===== config.mk =====
export PLATFORM = sky130hd
export DESIGN_NAME = rfd_ctrl
export DESIGN_NICKNAME = d
export VERILOG_FILES = /design/src/hdl/rfd_pkg.sv /design/src/hdl/rfd_ctrl.sv
export SDC_FILE = /design/constraint.sdc
export NUM_CORES = 1
export LEC_CHECK = 0
export BUFFER_PORTS_ARGS = -buffer_cell sky130_fd_sc_hd__buf_2
export CAP_MARGIN = 15
export CORE_MARGIN = 2
export CORE_UTILIZATION = 50
export DETAILED_ROUTE_END_ITERATION = 10
export PLACE_DENSITY = 0.88
export SLEW_MARGIN = 10
export SYNTH_ARGS = -nofsm -noshare
export SYNTH_HDL_FRONTEND = slang
export SYNTH_SLANG_ARGS = --single-unit

===== constraint.sdc =====
create_clock -name clk -period 2.45 [get_ports clk]
set_clock_uncertainty 0.05 [all_clocks]
set_input_delay 0.1225 -clock clk [delete_from_list [all_inputs] [get_ports clk]]
set_output_delay 0.1225 -clock clk [all_outputs]
set_load 0.02 [all_outputs]

===== src/hdl/rfd_pkg.sv =====
`timescale 1ns / 1ps
package rfd_pkg;

  localparam int STORE_BYTES = 1024;
  localparam int ADDR_W      = $clog2(STORE_BYTES);
  localparam int CNT_W       = $clog2(STORE_BYTES + 1);
  localparam int SUM_W       = CNT_W + 1;
  localparam int LEN_W       = 16;
  localparam int CMP_W       = (CNT_W > LEN_W) ? CNT_W : LEN_W;
  localparam int BYTE_W      = 8;
  localparam int CFG_LEN_W   = 11;
  localparam int WORD_W      = 16;

  localparam int NUM_FIELD_BYTES = 7;
  localparam int FLD_IDX_W       = 3;

  localparam logic [BYTE_W-1:0]    START_MARK  = 8'hFF;
  localparam logic [LEN_W-1:0]     MIN_FRAME   = 16'd11;
  localparam logic [CNT_W-1:0]     HDR_BYTES   = CNT_W'(3);
  localparam logic [CFG_LEN_W-1:0] SHORT_RESET = 11'd11;
  localparam logic [CFG_LEN_W-1:0] LONG_RESET  = 11'd1024;
  localparam logic [BYTE_W-1:0]    STOP_RESET  = 8'd0;

  // Byte offsets inside a frame.
  localparam logic [3:0] OFF_LEN_HI      = 4'd1;
  localparam logic [3:0] OFF_LEN_LO      = 4'd2;
  localparam logic [3:0] OFF_FIELD_FIRST = 4'd3;
  localparam logic [3:0] OFF_FIELD_LAST  = 4'd9;

  typedef enum logic [1:0] {
    CFG_SHORT_LEN = 2'd0,
    CFG_LONG_LEN  = 2'd1,
    CFG_STOP      = 2'd2
  } cfg_index_t;

  typedef enum logic [1:0] {
    RD_SCAN,
    RD_FIXED,
    RD_STOP
  } rd_src_t;

  typedef enum logic [3:0] {
    ST_IDLE,
    ST_CHECK,
    ST_SCAN_REQ,
    ST_SCAN_CHK,
    ST_LEN,
    ST_LEN_HI,
    ST_LEN_LO,
    ST_LEN_CHK,
    ST_STOP_CHK,
    ST_FIELD,
    ST_EMIT
  } state_t;

  typedef struct packed {
    logic                 wr_byte;
    logic                 rd_en;
    rd_src_t              rd_src;
    logic [3:0]           fix_off;
    logic                 s_clr;
    logic                 s_inc;
    logic                 drop_s;
    logic                 drop_one;
    logic                 clear_store;
    logic                 cap_hi;
    logic                 cap_len;
    logic                 cap_field;
    logic [FLD_IDX_W-1:0] fld_slot;
    logic                 load_out;
  } cmd_t;

  typedef struct packed {
    logic fill_ge_short;
    logic scan_end;
    logic rd_is_start;
    logic fill_lt3;
    logic len_bad;
    logic fill_lt_len;
    logic stop_match;
    logic out_free;
  } stat_t;

  // Folds head plus offset back into the circular store. Both terms are
  // at most the store size, so one compare and subtract is enough.
  function automatic logic [ADDR_W-1:0] wrap_addr(input logic [SUM_W-1:0] sum);
    logic [SUM_W-1:0] res;
    res = sum;
    if (sum >= SUM_W'(STORE_BYTES)) begin
      res = sum - SUM_W'(STORE_BYTES);
    end
    return res[ADDR_W-1:0];
  endfunction

endpackage


===== src/hdl/rfd_ctrl.sv =====
`timescale 1ns / 1ps
module rfd_ctrl (
  input  logic           clk,
  input  logic           rst_n,
  input  logic           in_valid,
  output logic           in_stall,
  input  rfd_pkg::stat_t stat,
  output rfd_pkg::cmd_t  cmd
);
  import rfd_pkg::*;

  state_t     state_r, state_nxt;
  logic [3:0] fld_r, fld_nxt;

  always_ff @(posedge clk) begin
    if (!rst_n) begin
      state_r <= ST_IDLE;
      fld_r   <= OFF_FIELD_FIRST;
    end else begin
      state_r <= state_nxt;
      fld_r   <= fld_nxt;
    end
  end

  always_comb begin
    state_nxt = state_r;
    fld_nxt   = fld_r;
    case (state_r)
      ST_IDLE: begin
        if (in_valid) state_nxt = ST_CHECK;
      end
      ST_CHECK: begin
        state_nxt = stat.fill_ge_short ? ST_SCAN_REQ : ST_IDLE;
      end
      ST_SCAN_REQ: begin
        state_nxt = stat.scan_end ? ST_IDLE : ST_SCAN_CHK;
      end
      ST_SCAN_CHK: begin
        state_nxt = stat.rd_is_start ? ST_LEN : ST_SCAN_REQ;
      end
      ST_LEN: begin
        state_nxt = stat.fill_lt3 ? ST_IDLE : ST_LEN_HI;
      end
      ST_LEN_HI: state_nxt = ST_LEN_LO;
      ST_LEN_LO: state_nxt = ST_LEN_CHK;
      ST_LEN_CHK: begin
        if (stat.len_bad) state_nxt = ST_CHECK;
        else if (stat.fill_lt_len) state_nxt = ST_IDLE;
        else state_nxt = ST_STOP_CHK;
      end
      ST_STOP_CHK: begin
        if (stat.stop_match) begin
          state_nxt = ST_FIELD;
          fld_nxt   = OFF_FIELD_FIRST;
        end else begin
          state_nxt = ST_CHECK;
        end
      end
      ST_FIELD: begin
        if (fld_r == OFF_FIELD_LAST) begin
          state_nxt = ST_EMIT;
        end else begin
          fld_nxt = fld_r + 4'd1;
        end
      end
      ST_EMIT: begin
        if (stat.out_free) state_nxt = ST_IDLE;
      end
      default: state_nxt = ST_IDLE;
    endcase
  end

  always_comb begin
    cmd      = '0;
    cmd.rd_src = RD_SCAN;
    in_stall = 1'b1;
    case (state_r)
      ST_IDLE: begin
        in_stall    = 1'b0;
        cmd.wr_byte = in_valid;
      end
      ST_CHECK: cmd.s_clr = 1'b1;
      ST_SCAN_REQ: begin
        if (stat.scan_end) begin
          cmd.clear_store = 1'b1;
        end else begin
          cmd.rd_en  = 1'b1;
          cmd.rd_src = RD_SCAN;
        end
      end
      ST_SCAN_CHK: begin
        if (stat.rd_is_start) cmd.drop_s = 1'b1;
        else cmd.s_inc = 1'b1;
      end
      ST_LEN: begin
        if (!stat.fill_lt3) begin
          cmd.rd_en   = 1'b1;
          cmd.rd_src  = RD_FIXED;
          cmd.fix_off = OFF_LEN_HI;
        end
      end
      ST_LEN_HI: begin
        cmd.cap_hi  = 1'b1;
        cmd.rd_en   = 1'b1;
        cmd.rd_src  = RD_FIXED;
        cmd.fix_off = OFF_LEN_LO;
      end
      ST_LEN_LO: cmd.cap_len = 1'b1;
      ST_LEN_CHK: begin
        if (stat.len_bad) begin
          cmd.drop_one = 1'b1;
        end else if (!stat.fill_lt_len) begin
          cmd.rd_en  = 1'b1;
          cmd.rd_src = RD_STOP;
        end
      end
      ST_STOP_CHK: begin
        if (stat.stop_match) begin
          cmd.rd_en   = 1'b1;
          cmd.rd_src  = RD_FIXED;
          cmd.fix_off = OFF_FIELD_FIRST;
        end else begin
          cmd.drop_one = 1'b1;
        end
      end
      ST_FIELD: begin
        cmd.cap_field = 1'b1;
        cmd.fld_slot  = FLD_IDX_W'(fld_r - OFF_FIELD_FIRST);
        if (fld_r != OFF_FIELD_LAST) begin
          cmd.rd_en   = 1'b1;
          cmd.rd_src  = RD_FIXED;
          cmd.fix_off = fld_r + 4'd1;
        end
      end
      ST_EMIT: begin
        if (stat.out_free) begin
          cmd.load_out    = 1'b1;
          cmd.clear_store = 1'b1;
        end
      end
      default: ;
    endcase
  end

endmodule


==> summary.md, run 1 <==
| Metric | Value |
|---|---|
| Status | `finished, final reports clean` |
| Diodes inserted | `0` |
| Worst-Skew Late Latency | `roughly 0.24 ns` |
| Routed WL | `approximately 1900 um` |
| Main combinational cell family by area after synthesis | `simple AND/OR/NAND/NOR gates` |
| CP Launch Type | `flip-flop` |
| Total number of vias | `between 800 and 900` |
| Post-CTS Hold Fix Bufs | `0` |
| Yosys top cell by area | `dfxtp_1` |
| Synth Area in Compound Gates | `18.91%` |
| Top cells by area, synth | `dfxtp_1 (21%), o21ai_0 (5.3%), nor2b_1 (4.9%)` |
| Setup slack after layout | `0.3286 ns` |
| Hold Slack | `0.05824 ns` |
| Clock Path Buffers | `2` |
| Post-Synth Simple-Gate Area | `around 43%` |
| CP Class | `flip-flop to primary output` |
| CTS sink cnt | `8` |
| Setup WS pre-CTS | `between 0.6 and 0.7 ns` |
| Total negative setup slack | `0 ns` |
| CP top delay family | `simple AND/OR/NAND/NOR gates` |
| Pwr/cell area | `between 300 and 400 nW/um^2` |
| Largest net degree at the start of global routing | `19` |
| Post-route DRC | `0` |
| EDFF count, synth | `0` |
| Post-CTS Setup Inserts | `0` |
| Row count | `14` |
| Final setup violating endpoints | `0` |
| Cts repair resizes | `0` |
| Static leakage | `between 0.4 and 0.5 nW` |
| Die area | `about 1800 sq um` |
| Fin crit period | `roughly 2.1 ns` |
| DR WL/cell | `12.79 um` |
| Layout fillers | `roughly 140` |
| Ys Warns | `0` |
| Combined buffer and inverter count along the critical path | `1` |
| Die height | `between 40 and 50 um` |
| DP HPWL | `~1500 um` |
| Worst ir drop on vdd | `between 200 and 250 uV` |
| FMAX | `~470 MHz` |
| Layout area overhead | `20.56%` |
| Gr ovfl total | `0` |
| Post-detailed-route via-to-cell ratio | `between 5 and 6` |
| Max Slew Vio Count | `0` |
| Crit path arrival time | `1.95 ns` |
| First DRT Iteration DRCs | `17` |
| Buffers on Ports | `31` |
| CP Capture Type | `primary output` |
| H-tree depth | `1` |
| CTS tree | `built` |
| Synth Flop Type | `dfxtp_1` |
| First-pass GRT wire length | `roughly 3200 um` |
| CP required | `2.28 ns` |
| Fin nets | `145` |
| FFs w/ async S/R, synth | `0%` |
| Xor/xnor cell area share of the yosys netlist | `between 3 and 4%` |
| Sequential fraction of the synthesis area | `21.05%` |
| Max FO, Critical Path | `18` |
| Routability Congestion | `0.8859` |
| I/O Pins | `32` |
| RSZ-0062 raised after global routing | `false` |
| DR pass1 iterations | `4` |
| Synthesized cell area | `760.7 sq um` |
| Die Wd | `roughly 43 um` |
| Core Region | `1471 sq um` |
| Vias in the first global route | `roughly 760` |
| Adder-cell share of the synthesized area | `between 3 and 4%` |
| Initial Utilization | `roughly half` |
| TritonCTS buffer count | `3` |
| Delay of the slowest cell on the worst path | `~0.67 ns` |
| Share of cells above drive strength 1 | `about a third` |
| GRT Total Usage | `around 22%` |
| Initial antenna violation count | `0` |
| Syn Area/Cell | `~7.5 sq um` |
| Syn nets | `~120` |
| Flops & latches, synth | `8` |
| Hold Crit Class | `input pin to flip-flop` |
| Slowest cell on crit path | `dfxtp_1` |
| Root buf cell | `clkbuf_4` |
| Worst Max-Slew Pin Slew | `0.5643 ns` |
| Hold Vio Cnt, Final | `0` |
| Slew headroom | `62.33%` |
| Routed Antenna Nets | `0` |
| Reg clk slew, reported paths | `roughly 0.05 ns` |
| Final Cycle Share | `approximately 87%` |
| Mapped Cells | `about 100` |
| Worst-path cell chain | `nand2b_1 > nor4_2 > a21oi_1 > nand4_1 > buf_2` |
| Mux share of post-synthesis cell area | `2.632%` |
| Max-cap violation count | `0` |
| Share of the synthesized area in the top cell type | `about a fifth` |
| Synth cell types | `42` |
## through the flow
stage | cells | cell area, sq um | utilization, % | power [mW]
after global routing | 146 | 917.1 | 62.33 | 0.3070
after floorplan | 102 | 760.7 | - | 0.1808
after CTS | 146 | 917.1 | 62.33 | 0.2962
after detailed placement | 143 | 894.6 | 60.80 | 0.2020
final | 146 | 917.1 | 62.33 | 0.2912
after global placement | 143 | 894.6 | 60.80 | 0.2004
## state kept, by name, summed over array words and instances (netlist names)
register and cells:
fld_r 4, state_r 4
## layout by cell type, fill, tap and decap left out, types with 3 or more instances in the layout
cell type / instances
buf_2: 31
nor2_1: 9
nand2_1: 9
o21ai_0: 8
dfxtp_1: 8
nor3_1: 7
nor2b_1: 6
nand3_1: 5
nand2b_1: 4
inv_1: 3
nand3b_1: 3
a21oi_1: 3
clkbuf_4: 3
## synth_stat cells (all sizes together) (2+ instances only)
master and number:
nand2b 5, nand3 6, ha 2, dfxtp 8, nor4 2, nor3 7
a21oi 4, nand3b 3, nor2b 7, nor2 10, nand2 9, xor2 2
buf 4, o21ai 9, mux2i 2, and3 2, inv 4, clkbuf 2
## kinds of logic (layout without fill, tap and decap cells)
| logic type | Yosys count | in the layout |
|---|---|---|
| buffers and inverters | 10 | 38 |
| multiplexers | 2 | 2 |
| flip-flops | 8 | 8 |
| AND/OR/NAND/NOR | 56 | 56 |
| XOR/XNOR | 3 | 3 |
| AO/OA/AOI/OAI | 21 | 21 |
| adder cells (fa/ha/maj) | 2 | 2 |
## where the power goes
part           switching [mW]  total [mW]  internal, mW
combinational          0.0343      0.0584        0.0241
clock                  0.0356      0.0910        0.0554
sequential            0.00867       0.142         0.133
total                  0.0786       0.291         0.213
## worst paths after layout
kind	from	end	slack, ns	cells after the start
max	state_r[2]$_SDFFE_PN0P_	cmd[18]	0.33	5
min	rst_n	fld_r[0]$_SDFFE_PN1P_	0.06	2
max reg2reg	state_r[2]$_SDFFE_PN0P_	state_r[3]$_SDFFE_PN0P_	0.73	4
min reg2reg	fld_r[2]$_SDFFE_PN0P_	fld_r[2]$_SDFFE_PN0P_	0.53	2
## layout make-up
type / instances / area (sq um) / area share, %
tap: 16 / 20.02 / 2.183
inverter: 4 / 17.52 / 1.910
clock buffer: 3 / 22.52 / 2.456
sequential: 8 / 160.2 / 17.46
multi-input combinational: 84 / 541.8 / 59.07
timing repair buffer: 31 / 155.1 / 16.92
## metal layers
metal	wire, um	track usage (%)	up-vias
met5	0	0	-
met4	0	10.30	0
met3	114	2.553	0
met2	934	35.15	29
met1	819	29.87	394
li1	-	-	420
(Power assumes the default switching activity.)
==> run 2: changes to the inputs <==
--- a/config.mk
+++ b/config.mk
@@ -10,8 +10,9 @@
 export CORE_MARGIN = 2
 export CORE_UTILIZATION = 50
 export DETAILED_ROUTE_END_ITERATION = 10
-export PLACE_DENSITY = 0.88
+export PLACE_DENSITY = 0.92
 export SLEW_MARGIN = 10
 export SYNTH_ARGS = -nofsm -noshare
 export SYNTH_HDL_FRONTEND = slang
 export SYNTH_SLANG_ARGS = --single-unit
+export TNS_END_PERCENT = 10
==> summary.md, run 2 (synthesized netlist as in run 1, its figures left out) <==
| Metric | Value |
|---|---|
| Status | `finished, final reports clean` |
| CP Capture Type | `primary output` |
| Total number of vias | `just over 800` |
| DP HPWL | `between 1000 and 1500 um` |
| FMAX | `479.8 MHz` |
| Die area | `between 1500 and 2000 sq um` |
| Reg clk slew, reported paths | `0.05 ns` |
| Max Slew Vio Count | `0` |
| Regs by FF count | `fld_r: 4 flops, state_r: 4 flops` |
| Hold Vio Cnt, Final | `0` |
| Diodes inserted | `0` |
| CP Launch Type | `flip-flop` |
| Setup WS pre-CTS | `0.6266 ns` |
| I/O Pins | `32` |
| Post-CTS Setup Inserts | `0` |
| Root buf cell | `clkbuf_4` |
| First-pass GRT wire length | `3001 um` |
| Routed Antenna Nets | `0` |
| CTS sink cnt | `8` |
| Reg2Reg Depth | `6` |
| Routed WL | `roughly 1900 um` |
| Fin nets | `about 150` |
| Placed cells | `~140` |
| Initial antenna violation count | `0` |
| H-tree depth | `1` |
| TritonCTS buffer count | `3` |
| Share of cells above drive strength 1 | `about 33%` |
| CP Class | `flip-flop to primary output` |
| Final Cell Area | `917.1 sq um` |
| Hold path cells | `2` |
| Fin crit period | `approximately 2.1 ns` |
| Worst-Skew Late Latency | `roughly 0.24 ns` |
| Hold Crit Class | `input pin to flip-flop` |
| Buffers on Ports | `31` |
| Most common cell after layout, fill and taps aside | `buf_2` |
| Static leakage | `approximately 0.43 nW` |
| Core Region | `between 1000 and 1500 sq um` |
| Final Cycle Share | `85.08%` |
| Final setup violating endpoints | `0` |
| Leading cell types in the layout, fill and taps excluded | `buf_2 (31), nor2_1 (9), nand2_1 (9)` |
| Largest net degree at the start of global routing | `19` |
| Total negative setup slack | `0 ns` |
| Max FO, Critical Path | `18` |
| CP required | `roughly 2.3 ns` |
| CTS tree | `built` |
| Crit path arrival time | `roughly 1.9 ns` |
| Post-route DRC | `0` |
| Post-CTS Hold Fix Bufs | `0` |
| Post-detailed-route via-to-cell ratio | `around 5.6` |
| First DRT Iteration DRCs | `28` |
| Post-Layout Cell Count | `146` |
| Pwr/cell area | `around 320 nW/um^2` |
| Tot Pwr | `0.2908 mW` |
| Max-cap violation count | `0` |
| RSZ-0062 raised after global routing | `false` |
| Routability Congestion | `between 0.8 and 0.9` |
| Clock Path Buffers | `2` |
| Die height | `between 40 and 50 um` |
| GRT Total Usage | `roughly a fifth` |
| Cts repair resizes | `0` |
| Fin util | `approximately 62%` |
| Vias in the first global route | `roughly 760` |
| Die Wd | `~43 um` |
| Worst Max-Slew Pin Slew | `approximately 0.56 ns` |
| Setup slack after layout | `approximately 0.37 ns` |
| Area after DPL | `894.6 sq um` |
| Worst ir drop on vdd | `roughly 250 uV` |
| Layout area overhead | `20.56%` |
| Initial Utilization | `between 50 and 60%` |
| Slew headroom | `62.65%` |
| Row count | `14` |
| Hold Slack | `about 0.072 ns` |
| DR WL/cell | `between 10 and 15 um` |
| DR pass1 iterations | `4` |
| Gr ovfl total | `0` |
-- run 2: critical path: stages, from the launching register on --
cell and delay (ns):
dfxtp_1 0.67, nand2b_1 0.26, nor4_2 0.40, a21oi_1 0.08, nand4_1 0.10, buf_2 0.16
-- run 2: cell type report --
| cell class | instances | area (sq um) |
|---|---|---|
| fillers | 136 | 554.3 |
| multi-input cells | 84 | 541.8 |
| flip-flops and latches | 8 | 160.2 |
| repair buffers | 31 | 155.1 |
| clock buffers | 3 | 22.52 |
| well taps | 16 | 20.02 |
| inverters | 4 | 17.52 |
-- run 2: power breakdown --
part / total, mW / leakage (nW) / switching [mW] / internal (mW)
logic: 0.0576 / 0.351 / 0.0335 / 0.0241
registers: 0.142 / 0.0648 / 0.00852 / 0.133
clock network: 0.0915 / 0.0138 / 0.0361 / 0.0555
total: 0.291 / 0.430 / 0.0781 / 0.213
-- run 2: worst paths after layout --
check / slack [ns] / endpoint / start
worst max register to register: 0.74 / fld_r[0]$_SDFFE_PN1P_ / state_r[1]$_SDFFE_PN0P_
worst min-delay path: 0.07 / fld_r[0]$_SDFFE_PN1P_ / rst_n
worst min register to register: 0.52 / fld_r[2]$_SDFFE_PN0P_ / fld_r[2]$_SDFFE_PN0P_
worst max-delay path: 0.37 / cmd[18] / state_r[2]$_SDFFE_PN0P_
-- run 2: metal layers --
layer  up-vias  GRT usage, %  share of wire (%)
met3         4         2.979                4.3
li1        420             -                  -
met1       371         24.09                 45
met2        22         37.88                 50
met4         0         11.52                1.5
met5         -             0                  0
==> run 3: changes to the inputs <==
--- a/config.mk
+++ b/config.mk
@@ -8,9 +8,9 @@
 export BUFFER_PORTS_ARGS = -buffer_cell sky130_fd_sc_hd__buf_2
 export CAP_MARGIN = 15
 export CORE_MARGIN = 2
-export CORE_UTILIZATION = 50
+export CORE_UTILIZATION = 42
 export DETAILED_ROUTE_END_ITERATION = 10
-export PLACE_DENSITY = 0.92
+export PLACE_DENSITY = 0.83
 export SLEW_MARGIN = 10
 export SYNTH_ARGS = -nofsm -noshare
 export SYNTH_HDL_FRONTEND = slang
==> constraint.sdc (replaced) <==
create_clock -name clk -period 1.7 [get_ports clk]
set_clock_uncertainty 0.05 [all_clocks]
set_input_delay 0.085 -clock clk [delete_from_list [all_inputs] [get_ports clk]]
set_output_delay 0.085 -clock clk [all_outputs]
set_load 0.02 [all_outputs]
==> summary.md, run 3 (synthesized netlist as in run 1, its figures left out) <==
| Metric | Value |
|---|---|
| Final setup violating endpoints | `0` |
| Hold_sp | `rst_n` |
| Vias in the first global route | `683` |
| Hold Vio Cnt, Final | `0` |
| Die height | `46.56 um` |
| H-tree depth | `1` |
| Crit path arrival time | `~1.5 ns` |
| Core Region | `1708 sq um` |
| NetSw | `~0.12 mW` |
| Regs by FF count | `fld_r: 4 flops, state_r: 4 flops` |
| Die Wd | `46.56 um` |
| CP required | `roughly 1.6 ns` |
| Max-cap violation count | `0` |
| Clock network power share | `roughly 31%` |
| Worst ir drop on vdd | `roughly 330 uV` |
| DR WL/cell | `11.98 um` |
| Switch share | `~27%` |
| Root buf cell | `clkbuf_4` |
| CP Class | `flip-flop to primary output` |
| Hold Crit Class | `input pin to flip-flop` |
| TritonCTS buffer count | `3` |
| Routability Congestion | `between 0.8 and 0.9` |
| Most common cell after layout, fill and taps aside | `buf_2` |
| Slowest cell on crit path | `dfxtp_1` |
| Combinational power share | `22.7%` |
| First-pass GRT wire length | `about 2900 um` |
| Pwr/cell area | `between 400 and 500 nW/um^2` |
| Tot Pwr | `between 0.4 and 0.5 mW` |
| Routed WL | `just under 2000 um` |
| Worst-Skew Late Latency | `~0.24 ns` |
| Gr ovfl total | `0` |
| Placed cells | `about 160` |
| Reg clk slew, reported paths | `0.05 ns` |
| Cell mode on critical path | `buf_4` |
| Setup WS pre-CTS | `0.2101 ns` |
| CTS tree | `built` |
| Status | `finished, final reports clean` |
| RR Startpoint | `state_r[1]$_SDFFE_PN0P_` |
| Sequential share of power | `46.2%` |
| Clock Path Buffers | `2` |
| Largest net degree at the start of global routing | `15` |
| Post-route DRC | `0` |
| Leading cell types in the layout, fill and taps excluded | `buf_2 (30), nor2_1 (9), nand2_1 (9), buf_4 (9), o21ai_0 (8)` |
| Post-detailed-route via-to-cell ratio | `approximately 5.3` |
| Max FO, Critical Path | `6` |
| Fin crit period | `1.621 ns` |
| Worst Max-Slew Pin Slew | `~0.34 ns` |
| Final Cycle Share | `~95%` |
| Row count | `15` |
| Initial antenna violation count | `0` |
| First DRT Iteration DRCs | `26` |
| Setup slack after layout | `~0.08 ns` |
| I/O Pins | `32` |
| CP Launch Type | `flip-flop` |
| Fin nets | `~150` |
| Total number of vias | `roughly 860` |
| Layout area overhead | `32.57%` |
| Critical path startpoint | `state_r[3]$_SDFFE_PN0P_` |
| GRT Total Usage | `19.12%` |
| Total negative setup slack | `0 ns` |
| Post-Layout Cell Count | `roughly 160` |
| Buffers on Ports | `31` |
| Cell Int Power | `roughly 0.31 mW` |
| Share of cells above drive strength 1 | `around 41%` |
| DP HPWL | `roughly 1500 um` |
| Max Slew Vio Count | `0` |
| CP Capture Type | `primary output` |
| Worst-path cell chain | `nor2b_4 > nand2b_4 > inv_4 > o21ai_2 > buf_4 > o211ai_1 > buf_4` |
| Initial Utilization | `between 40 and 50%` |
| FMAX | `between 600 and 700 MHz` |
| CTS sink cnt | `8` |
| Static leakage | `0.4721 nW` |
| Delay of the slowest cell on the worst path | `~0.35 ns` |
| Diodes inserted | `0` |
| Slew headroom | `slightly below 80%` |
| DR pass1 iterations | `4` |
| Die area | `2168 sq um` |
| Routed Antenna Nets | `0` |
-- run 3: cell types whose count changed in the layout (fill, tap and decap cells not counted) --
cell / previous run / this run
buf_4: 0 / 9
dfxtp_1: 8 / 4
dfxtp_2: 0 / 3
nand2b_1: 4 / 2
buf_2: 31 / 30
dfxtp_4: 0 / 1
nand2b_2: 0 / 1
nand2b_4: 1 / 2
-- run 3: area by class of cell --
class | count | area, sq um
Tap cell | 25 | 31.28
Clock buffer | 3 | 22.52
Fill cell | 151 | 699.4
Inverter | 4 | 17.52
Sequential cell | 8 | 167.7
Multi-Input combinational cell | 84 | 551.8
Timing Repair Buffer | 39 | 217.7
-- run 3: repair_timing --
action                     CTS  global route
gates cloned                 0             0
hold buffers                 0             0
setup endpoints to repair    3             5
buffers inserted             0             1
gates resized for setup      2             6
-- run 3: critical path: cells and delay by family, from the launching register on --
family	cells	cell delay [ns]
compound gates	2	0.21
simple gates	2	0.27
flops	1	0.35
buf+inv	3	0.40
-- run 3: power groups by stage --
stage / combinational, mW / sequential [mW] / clock (mW)
after floorplan: 0.0625 / 0.198 / 0
after global placement: 0.0924 / 0.200 / 0
after detailed placement: 0.0939 / 0.200 / 0
after CTS: 0.0941 / 0.197 / 0.142
after global routing: 0.106 / 0.199 / 0.150
final: 0.0976 / 0.199 / 0.134
-- run 3: path summary, 6_finish.rpt --
| kind | endpoint | slack (ns) | depth (start not counted) |
|---|---|---|---|
| max reg2reg | fld_r[2]$_SDFFE_PN0P_ | 0.17 | 5 |
| min reg2reg | fld_r[1]$_SDFFE_PN1P_ | 0.48 | 2 |
| min | fld_r[0]$_SDFFE_PN1P_ | 0.02 | 2 |
| max | cmd[12] | 0.08 | 7 |
-- run 3: metrics by stage --
stage / hold slack [ns] / instance area [sq um] / util (%)
2_1_floorplan: 0.1068 / 760.7 / -
3_3_place_gp: 0.2654 / 958.4 / 56.12
3_5_place_dp: 0.2670 / 958.4 / 56.12
4_1_cts: 0.01134 / 983.4 / 57.58
5_1_grt: 0.01823 / 1008 / 59.05
6_report: 0.02396 / 1008 / 59.05
-- run 3: per-layer routing --
| metal | global-route usage [%] | wire length, um | vias up |
|---|---|---|---|
| met5 | 0 | 0 | - |
| li1 | - | - | 436 |
| met1 | 24.47 | 895 | 406 |
| met2 | 30.83 | 979 | 17 |
| met4 | 8.571 | 12 | 0 |
| met3 | 3.529 | 66 | 2 |
